--- src/sv/assert_macros.svh ---
// Assertion macros used by the page queue core RTL.
// Depends on nothing; taken in by `include where assertions are written.
`ifndef ASSERT_MACROS_SVH
`define ASSERT_MACROS_SVH

// ante implies cons in the same cycle
`define ASSERT_IMPL(lbl, clk, rst, ante, cons, msg) \
   lbl: assert property (@(posedge clk) disable iff (rst) (ante) |-> (cons)) else $error(msg);

// ante implies cons in the next cycle
`define ASSERT_NEXT(lbl, clk, rst, ante, cons, msg) \
   lbl: assert property (@(posedge clk) disable iff (rst) (ante) |=> (cons)) else $error(msg);

`endif

--- src/sv/mlpq_list_table.sv ---
// Per-list newest, oldest and size registers with one read and one write.
// Depends on nothing but its parameters; instanced by the core.
module mlpq_list_table #(
   parameter int PAGE_SLOTS = 1024,
   parameter int LIST_COUNT = 8,
   localparam int PW = $clog2(PAGE_SLOTS + 1),
   localparam int LW = (LIST_COUNT > 1) ? $clog2(LIST_COUNT) : 1
) (
   input  logic          clock,
   input  logic          reset,
   input  logic [LW-1:0] rd_idx,
   output logic [PW-1:0] rd_newest,
   output logic [PW-1:0] rd_oldest,
   output logic [PW-1:0] rd_size,
   input  logic          wr_en,
   input  logic [LW-1:0] wr_idx,
   input  logic [PW-1:0] wr_newest,
   input  logic [PW-1:0] wr_oldest,
   input  logic [PW-1:0] wr_size
);

   localparam logic [PW-1:0] NIL = PW'(PAGE_SLOTS);

   logic [PW-1:0] newest_ff [LIST_COUNT];
   logic [PW-1:0] oldest_ff [LIST_COUNT];
   logic [PW-1:0] size_ff   [LIST_COUNT];
   logic          rd_ok;

   always_ff @(posedge clock) begin
      if (reset) begin
         for (int i = 0; i < LIST_COUNT; i++) begin
            newest_ff[i] <= NIL;
            oldest_ff[i] <= NIL;
            size_ff[i]   <= '0;
         end
      end else if (wr_en) begin
         newest_ff[wr_idx] <= wr_newest;
         oldest_ff[wr_idx] <= wr_oldest;
         size_ff[wr_idx]   <= wr_size;
      end
   end

   // an index beyond the last list reads as an empty list
   assign rd_ok     = int'(rd_idx) < LIST_COUNT;
   assign rd_newest = rd_ok ? newest_ff[rd_idx] : NIL;
   assign rd_oldest = rd_ok ? oldest_ff[rd_idx] : NIL;
   assign rd_size   = rd_ok ? size_ff[rd_idx] : '0;

endmodule

--- config.mk ---
export PLATFORM = sky130hd
export DESIGN_NAME = mlpq_list_table
export DESIGN_NICKNAME = d
export VERILOG_FILES = /design/src/sv/assert_macros.svh /design/src/sv/mlpq_list_table.sv
export SDC_FILE = /design/constraint.sdc
export NUM_CORES = 1
export LEC_CHECK = 0
export ABC_AREA = 0
export ABC_CLOCK_PERIOD_IN_PS = 3900
export BUFFER_PORTS_ARGS = -buffer_cell sky130_fd_sc_hd__buf_4
export CAP_MARGIN = 20
export CORE_UTILIZATION = 55
export CTS_CLUSTER_SIZE = 24
export DETAILED_ROUTE_END_ITERATION = 12
export PLACE_DENSITY = 0.74
export SETUP_SLACK_MARGIN = 0.02
export SLEW_MARGIN = 15
export SYNTH_ARGS = -nofsm -noshare
export SYNTH_HDL_FRONTEND = slang
export SYNTH_SLANG_ARGS = --single-unit
--- constraint.sdc ---
create_clock -name clock -period 3.9 [get_ports clock]
set_input_delay 0.39 -clock clock [delete_from_list [all_inputs] [get_ports clock]]
set_output_delay 0.39 -clock clock [all_outputs]
set_load 0.05 [all_outputs]
# ---- Yosys cells after proc, flatten, opt, wreduce, memory -nomap -nowiden
# Memories as Yosys holds them, arrays and structs flattened.
# Index checks and enable logic that the tools add are counted.
dict set report classes {
  reduce_logical 3
  muxes 14
}
# operator n
set ops {}
lappend ops {{$mux W11} 3}
lappend ops {{$reduce_or A11 Y1} 3}
lappend ops {{$mux W3} 3}
lappend ops {{$mux W1} 8}
dict set report word_totals {
  in_bits 42
  n_memories 3
  output_inout_bits 33
  mem_bits_rw 264
  elab_cells 20
  reg_bits 0
}
# name words width read_ports rd_clocked_by_memory_dff write_ports line
set memory_table {}
lappend memory_table {newest_ff 8 11 1 0 8 mlpq_list_table.sv:24} ;# logic [PW-1:0] newest_ff [LIST_COUNT];
lappend memory_table {oldest_ff 8 11 1 0 8 mlpq_list_table.sv:25} ;# logic [PW-1:0] oldest_ff [LIST_COUNT];
lappend memory_table {size_ff 8 11 1 0 8 mlpq_list_table.sv:26} ;# logic [PW-1:0] size_ff [LIST_COUNT];

# ---- Logic depth before layout (Yosys ltp)
# Gate-level depths: netlist (run 1).
dict set report logic_depth {
  ltp_word 5
  depth_mapped 5
  depth_no_buf 2
}

# ---- Worst setup path after synthesis (run 1)
# No wires, ideal clock.
dict set report synth_timing {
  kind {input port to flip-flop}
  start {input port wr_idx[2]}
  end {memory newest_ff[3][0] (netlist name), enable pin}
  cell_stages 5
  path_slack_ps 664
  n_path_buf 3
  t_arrival_ps 2805
  cell_sequence {or3b_1 buf_2 buf_6 clkbuf_1 o21bai_1}
}
# item line
set synth_rtl {}
lappend synth_rtl {{start, declared} mlpq_list_table.sv:16} ;# input logic [LW-1:0] wr_idx,
lappend synth_rtl {{end, declared} mlpq_list_table.sv:24}

# ---- Final worst setup path (run 1)
dict set report layout_timing {
  start {input port rd_idx[0]}
  end {output port rd_size[3]}
}
dict set report layout_between {
  elab_chain_len 1
}
# item line
set layout_lines {}
lappend layout_lines {{start, declared} mlpq_list_table.sv:11} ;# input logic [LW-1:0] rd_idx,
lappend layout_lines {{$mem_v2 Z8 W11} n/a}
lappend layout_lines {{end, declared} mlpq_list_table.sv:14} ;# output logic [PW-1:0] rd_size,
# No other way between the ends.

==> results of run 1 <==
[placed cells by master, fill, tap and decap left out, drive strengths merged]
cell type and instances:
edfxtp 264, nor3 248, buf 95, mux4 66, clkinv 36, clkbuf 36, mux2 33, or3 16
o21bai 8, nand2b 2, nand3b 1, nand2 1, or3b 1, or2 1, bufinv 1
[flip-flops by register name (all words and copies together), names as in the netlist]
signal and count:
oldest_ff 88, size_ff 88, newest_ff 88
[metrics by stage]
step                      util [%]  cells
after floorplan                  -    747
after global placement        60.6   1042
after detailed placement      60.6   1042
after CTS                     64.2   1084
after global routing          64.2   1084
final                         64.2   1084
[power groups by stage]
stage	Combinational, uW	Clock, uW	Sequential [uW]
2_1_floorplan	570	0	3390
3_3_place_gp	810	0	3390
3_5_place_dp	822	0	3410
4_1_cts	825	2330	3350
5_1_grt	862	2440	3360
6_report	816	2310	3350
[critical path, stage by stage]
cell	delay, ps
buf_4	420
buf_4	380
mux4_1	590
mux2_2	280
buf_4	190
[final cells by class]
class,instances,area (um2)
fillers,1530,7590
repair buffers,95,751
inverters,31,116
flip-flops and latches,264,7930
clock buffers,36,709
clock inverters,6,50.0
multi-input cells,377,3730
well taps,275,344
[layer usage]
| metal | up-vias | global-route usage, % | wire [um] |
|---|---|---|---|
| li1 | 3056 | - | - |
| met3 | 49 | 3.75 | 1370 |
| met4 | 0 | 7.68 | 743 |
| met5 | - | 0 | 0 |
| met2 | 216 | 41.6 | 13400 |
| met1 | 3560 | 31.6 | 10400 |
[how the worst max path moves through the flow]
stage / start / end / slack, ps / cells after the start
global route: rd_idx[0] / rd_size[3] / 1070 / 5
global placement: rd_idx[0] / rd_size[4] / 1190 / 5
floorplan: wr_idx[2] / newest_ff[3][0]$_SDFFCE_PN0P_ / 660 / 5
finish: rd_idx[0] / rd_size[3] / 1220 / 5
CTS: rd_idx[0] / rd_size[3] / 1180 / 5
detailed placement: reset / size_ff[5][8]$_SDFFCE_PN0P_ / 1160 / 5
[synthesized netlist by cell type]
cell type	instances	area share, %
clkbuf_1	31	0.97
mux4_1	6	1.3
edfxtp_1	264	66
buf_2	32	1.3
mux2_2	33	3.1
mux4_2	60	11
o21bai_1	8	0.50
nand3b_1	1	0.062
nor3_1	188	7.8
or3b_1	1	0.073
nand2_1	1	0.031
nor3_2	60	5.0
or3_1	16	0.83
buf_6	6	0.56
nand2b_1	2	0.10
or2_2	1	0.052
buf_1	6	0.19
clkinv_1	31	0.97
[kinds of logic after synthesis]
family | synth area share [%]
buffers and inverters | 4.01
and+or+nand+nor | 14.0
AOI/OAI and AO/OA | 0.499
muxes | 15.6
DFF | 65.9
==> results.txt, run 1 <==
Count of buffers inserted at the top-level ports: 74. For the maximum number of pins on one net before global-route repair, the log shows 79. The flow ran to the end, and the final reports show no timing, DRC or antenna violations. The maximum clock frequency is 374 MHz.

For the pin with the worst max-slew slack, the measured transition is 996 ps. The global placement routability congestion is 0.720. The proportion of power drawn by the clock network is 35.7%, and the detailed-route via count is 6881. Max-cap violations in this run came to 0. Gates resized during post-CTS repair numbered 0. For the total grt overflow, the log shows 0. The critical path in this run is classified as input pin to primary output. In this run the standard cell core region covers 0.0212 mm2.

Per report_power, the sequential group accounts for 51.7% of the total. The worst hold path was traced through 2 stages. The clock transition at the registers of the reported paths works out to 60 ps. The number of placed I/O pins was 75.

The via count of the first global-routing pass came out at 7184. On the final layout, the worst hold slack is 182 ps. Data on the critical path is required at its endpoint by 3510 ps. Of the available clock period, the critical path in the final layout requires 68.6%. Summing all non-filler instances in the final layout gives an area of 0.0136 mm2. For the wire length after detailed routing, the log shows 25900 um. The internal power of the cells totals 4910 uW. The total of hold buffers inserted after clock tree synthesis is 0, and the final-report hold violation count is 0. The die covers 0.0225 mm2. The die outline height came out at 150 um. In this run the cell area of the synthesized design comes to 0.0120 mm2.

The startpoint identified for the worst hold timing path is wr_oldest[10]. Relative to the synthesized area, the layout overhead comes to 13.3%. In this run, synthesis produced a sequential element count of 264. Setup repair after global routing left no endpoint under its margin. Counting every instance in the synthesized netlist gives 747. The first detailed-routing pass ran for 5 iterations.

After detailed placement, the total cell area comes to 0.0129 mm2. The initial utilization of the core area, before any placement, comes to 56.7%. The synthesized area per cell came out at 16.1 um2. In the final routed layout, each cell accounts on average for 23.9 um. The logs give 53 for the row count and 33.6% for the worst-case headroom to the max-slew limit. For the total chip power, the log shows 6470 uW. The kind of path behind the tightest hold check is input pin to register.

The run gives 0 as the count of pins over their slew limit. The run gives 12.6% as the combinational share of power. The worst setup path is launched from an input pin. The antenna violation net count after detailed routing was 0. The clock passes through at most 3 buffers.

Net switching is 24.1% of the power. The tools report the end point of the worst hold path as oldest_ff[3][10]$_SDFFCE_PN1P_. The share of final-layout standard cells stronger than drive strength 1 is 35.8%, and the width of the die is 150 um.

STA classifies the critical path endpoint as a primary output. The repair_antennas step left the layout with diodes totalling 0. Distinct cell type count after synthesis: 18. Total number of yosys warnings: 0.

For the initial antenna violation count, the log shows 0. Cell at the root of the clock tree: clkbuf_16. The analysis attributes to net switching a power of 1560 uW.

TritonCTS built the clock tree. The final critical-path required period was 2680 ps. The worst setup slack after layout was 1220 ps.

The tools report the setup-violating endpoint count in the final report as 0. Summed over all nets, the half-perimeter wirelength after detailed placement is 14300 um. The logs give 264 for the CTS sink count and 65.9% for the sequential element share of the synthesized area. In this run the power density over the cells is 475 mW/mm2.

Post-CTS timing repair inserted 0 buffers for setup. The logs give 0.00420 uW for the static leakage power and 1 for the number of H-tree levels. The detailed-route DRC error count was 0. The via density per instance works out to 6.35. Buffers inserted during clock tree synthesis total 27. Post-synthesis net count: 789. The setup TNS came out at 0 ps. The setup slack at placement is 1160 ps, and the data arrival time of the critical path is 2290 ps. The tools report the peak supply drop as 0.362 mV. The first global-routing pass estimated 40200 um of wire. The violation count after the first detailed-route iteration was 490; the maximum net fanout on the critical path was 25. For this run, the total global-route usage over all layers was measured as 24.1%. In the final design database the tool counted 838 nets.
(Power assumes the default switching activity.)
==> run 2: changes to the inputs <==
--- a/config.mk
+++ b/config.mk
@@ -6,13 +6,13 @@
 export NUM_CORES = 1
 export LEC_CHECK = 0
 export ABC_AREA = 0
-export ABC_CLOCK_PERIOD_IN_PS = 3900
+export ABC_CLOCK_PERIOD_IN_PS = 2200
 export BUFFER_PORTS_ARGS = -buffer_cell sky130_fd_sc_hd__buf_4
 export CAP_MARGIN = 20
 export CORE_UTILIZATION = 55
 export CTS_CLUSTER_SIZE = 24
 export DETAILED_ROUTE_END_ITERATION = 12
-export PLACE_DENSITY = 0.74
+export PLACE_DENSITY = 0.77
 export SETUP_SLACK_MARGIN = 0.02
 export SLEW_MARGIN = 15
 export SYNTH_ARGS = -nofsm -noshare
==> constraint.sdc (replaced) <==
create_clock -name clock -period 2.2 [get_ports clock]
set_input_delay 0.22 -clock clock [delete_from_list [all_inputs] [get_ports clock]]
set_output_delay 0.22 -clock clock [all_outputs]
set_load 0.05 [all_outputs]
==> run 2 against run 1 <==
Combinational power rose by 85%. Utilization rose by 1.9 points. Wire length rose by 4.1%. Via count rose by 2.3%. Clock power rose by 100%. Count of clock-buffer cells in the layout fell by 2. Global-route usage rose by 0.96 points.
==> results.txt, run 2 (synthesis results as in run 1) <==
The number of placed I/O pins was 75 (unchanged). Setup repair after global routing left no endpoint under its margin. Max-cap violation count: 0 (unchanged).

The run gives 53 (unchanged) as the row count. For the register area, the log shows 0.00793 mm2 (unchanged). The power per unit of standard cell area came out at 865 mW/mm2 (+82%). Violation count after the first detailed-route iteration: 627 (+28%). The logs give 0.0131 mm2 (+2.0%) for the cell area after placement and 0 (unchanged) for the total of hold buffers inserted after clock tree synthesis. The internal power component is 9240 uW (+88%). The average routed wire per standard cell works out to 24.3 um (+1.6%). The run gives 25.1% (+0.96 points) as the all-layer global routing usage.

Largest incremental delay on the critical path: 500 ps (-90 ps). The flow ran to the end, and the final reports show no timing, DRC or antenna violations. The run gives 1930 ps (-360 ps) as the data arrival time of the critical path.

TritonCTS built the clock tree. Counting I/O delays and the setup requirement, the final critical path takes 2150 ps. The final-report hold violation count is 0 (unchanged), and the maximum net fanout on the critical path is 1 (-96%).

The actual transition at the worst max-transition pin is 690 ps (-306 ps), and the maximum number of pins on one net before global-route repair is 73 (-7.6%). The detailed-route DRC error count was 0 (unchanged); the via density per instance was 6.34 (-0.19%). The worst setup path is launched from a register. The logs give 5 (unchanged) for the first-pass iteration count of the detailed router and 0.00373 mm2 (-0.10%) for the area of the multi-input gates.

The half-perimeter wire length after placement was 15700 um (+9.6%). The tools report the placed cell count as 1062 (+1.9%). Leaving out fill and tap cells, the most frequent cell in the layout is edfxtp_1. The number of nets in the final layout is 858 (+2.4%).

The count of buffers inserted at the top-level ports is 74 (unchanged). The tools report the wire length after detailed routing as 27000 um (+4.1%). The total of fill cells in the finished design came out at 1490 (-2.6%).

The static leakage power is 0.00440 uW (+4.8%), and the detailed-route via count is 7039 (+2.3%). The category of cells accounting for the largest share of critical-path delay is multiplexers. The wire length of the first global-routing pass was 41700 um (+3.6%). The largest registers in the layout are newest_ff x88, oldest_ff x88, size_ff x88.

The clock transition at the registers of the reported paths is 60 ps (about the same), and the via count of the first global-routing pass is 7281 (+1.4%). The number of H-tree levels is 1 (unchanged). The signal on the critical path passes through mux4_2 > mux2_2 > buf_4. The worst setup path is of the register to primary output kind. For the post-route worst hold slack, the log shows 10.6 ps (-171 ps).

The run gives 0 (unchanged) as the count of pins over their slew limit. The fraction of power spent switching nets is 23.8% (-0.26 points). The proportion of power drawn by the clock network is 38.6% (+2.9 points). The tools report the total grt overflow as 0 (unchanged).

In this run the worst hold path is classified as input pin to register. For the antenna violation net count after detailed routing, the log shows 0 (unchanged). The proportion of power drawn by flip-flops and latches came out at 48.9% (-2.8 points).

The run gives 1111 (+2.5%) as the non-filler instance count after layout. Dividing the final minimum period by the clock period gives 97.5%. The die outline height is 150 um (unchanged). For the number of clock buffers inserted by TritonCTS, the log shows 27 (unchanged). The buffer and inverter count on the worst path is 1 (-2), and the peak supply drop is 0.950 mV (+160%). The full die area came out at 0.0225 mm2 (unchanged). Highest-delay cell along the critical path: mux4_2.

The top cell types in the final layout, fill and taps aside, are edfxtp_1, nor3_1, buf_4, mux4_2, nor3_2. The area growth from synthesis to layout is 16.6%. The switching component of the power was 2890 uW (+86%); the global placement routability congestion was 0.766 (+6.4%). The share of final-layout standard cells stronger than drive strength 1 was 38.0% (+2.2 points).

The data required time of the worst path is 1980 ps (-1530 ps), and the area of the core is 0.0212 mm2 (unchanged). The total inserted antenna cells is 0 (unchanged), and the final design instance area without fill is 0.0140 mm2 (+2.9%). The tools report the setup-violating endpoint count in the final report as 0 (unchanged). Kind of end point of the critical path: a primary output. The maximum clock frequency was 466 MHz; the width of the die was 150 um (unchanged). The combinational share of power is 12.5% (about the same), and the maximum clock insertion buffer count is 3 (unchanged). The effective utilization at floorplan is 56.7% (unchanged), and the worst-case headroom to the max-slew limit is 54.0% (+20 points). The logs give 264 (unchanged) for the CTS sink count and 0 (unchanged) for the initial antenna violation count. The cell sitting at the root of the clock tree is a clkbuf_16.
-- run 2: changes by cell type in the layout (fill, tap and decap cells not counted) --
cell | previous run | this run
clkinv_1 | 35 | 37
clkinv_2 | 1 | 3
clkbuf_1 | 9 | 7
buf_4 | 92 | 103
inv_6 | 0 | 1
bufinv_16 | 1 | 5
buf_12 | 3 | 12
mux4_1 | 6 | 5
mux4_2 | 60 | 61
-- run 2: layout make-up --
class,count,area share [%]
tap,275,2.45
sequential,264,56.5
clock buffer,34,5.00
timing repair buffer,115,7.23
inverter,31,0.830
multi-input combinational,377,26.6
clock inverter,15,1.40
-- run 2: worst paths after layout --
check	from	slack, ps	cells past startpoint	end
worst max-delay path	size_ff[7][0]$_SDFFCE_PN0P_	50	3	rd_size[0]
worst min-delay path	wr_oldest[10]	10	2	oldest_ff[7][10]$_SDFFCE_PN1P_
-- run 2: layer usage --
metal	global-route usage [%]	wire length [um]	vias to the layer above
met4	8.03	714	0
met3	3.32	1810	55
met1	33.9	10300	3581
met5	0	0	-
li1	-	-	3113
met2	42.5	14100	290
-- run 2: what timing repair did --
action,4_1_cts,5_1_grt
endpoints found under the setup margin,0,1
setup buffers,0,0
resized for setup,0,1
-- run 2: metrics by stage --
stage                     util (%)  setup TNS [ps]  setup WS [ps]  power (uW)
final                         66.1               0           54.0       12100
after global routing          66.1               0           31.2       12500
after CTS                     66.1               0           37.1       12200
after detailed placement      61.9               0            154        7560
after global placement        61.9               0            190        7500
after floorplan                  -          -81200           -668        7020
-- run 2: power by group through the flow --
| stage | Combinational (uW) | Clock (uW) | Sequential (uW) |
|---|---|---|---|
| global route | 1590 | 4920 | 5950 |
| global placement | 1490 | 0 | 6010 |
| finish | 1510 | 4680 | 5930 |
| floorplan | 1020 | 0 | 6000 |
| CTS | 1520 | 4720 | 5930 |
| detailed placement | 1520 | 0 | 6040 |
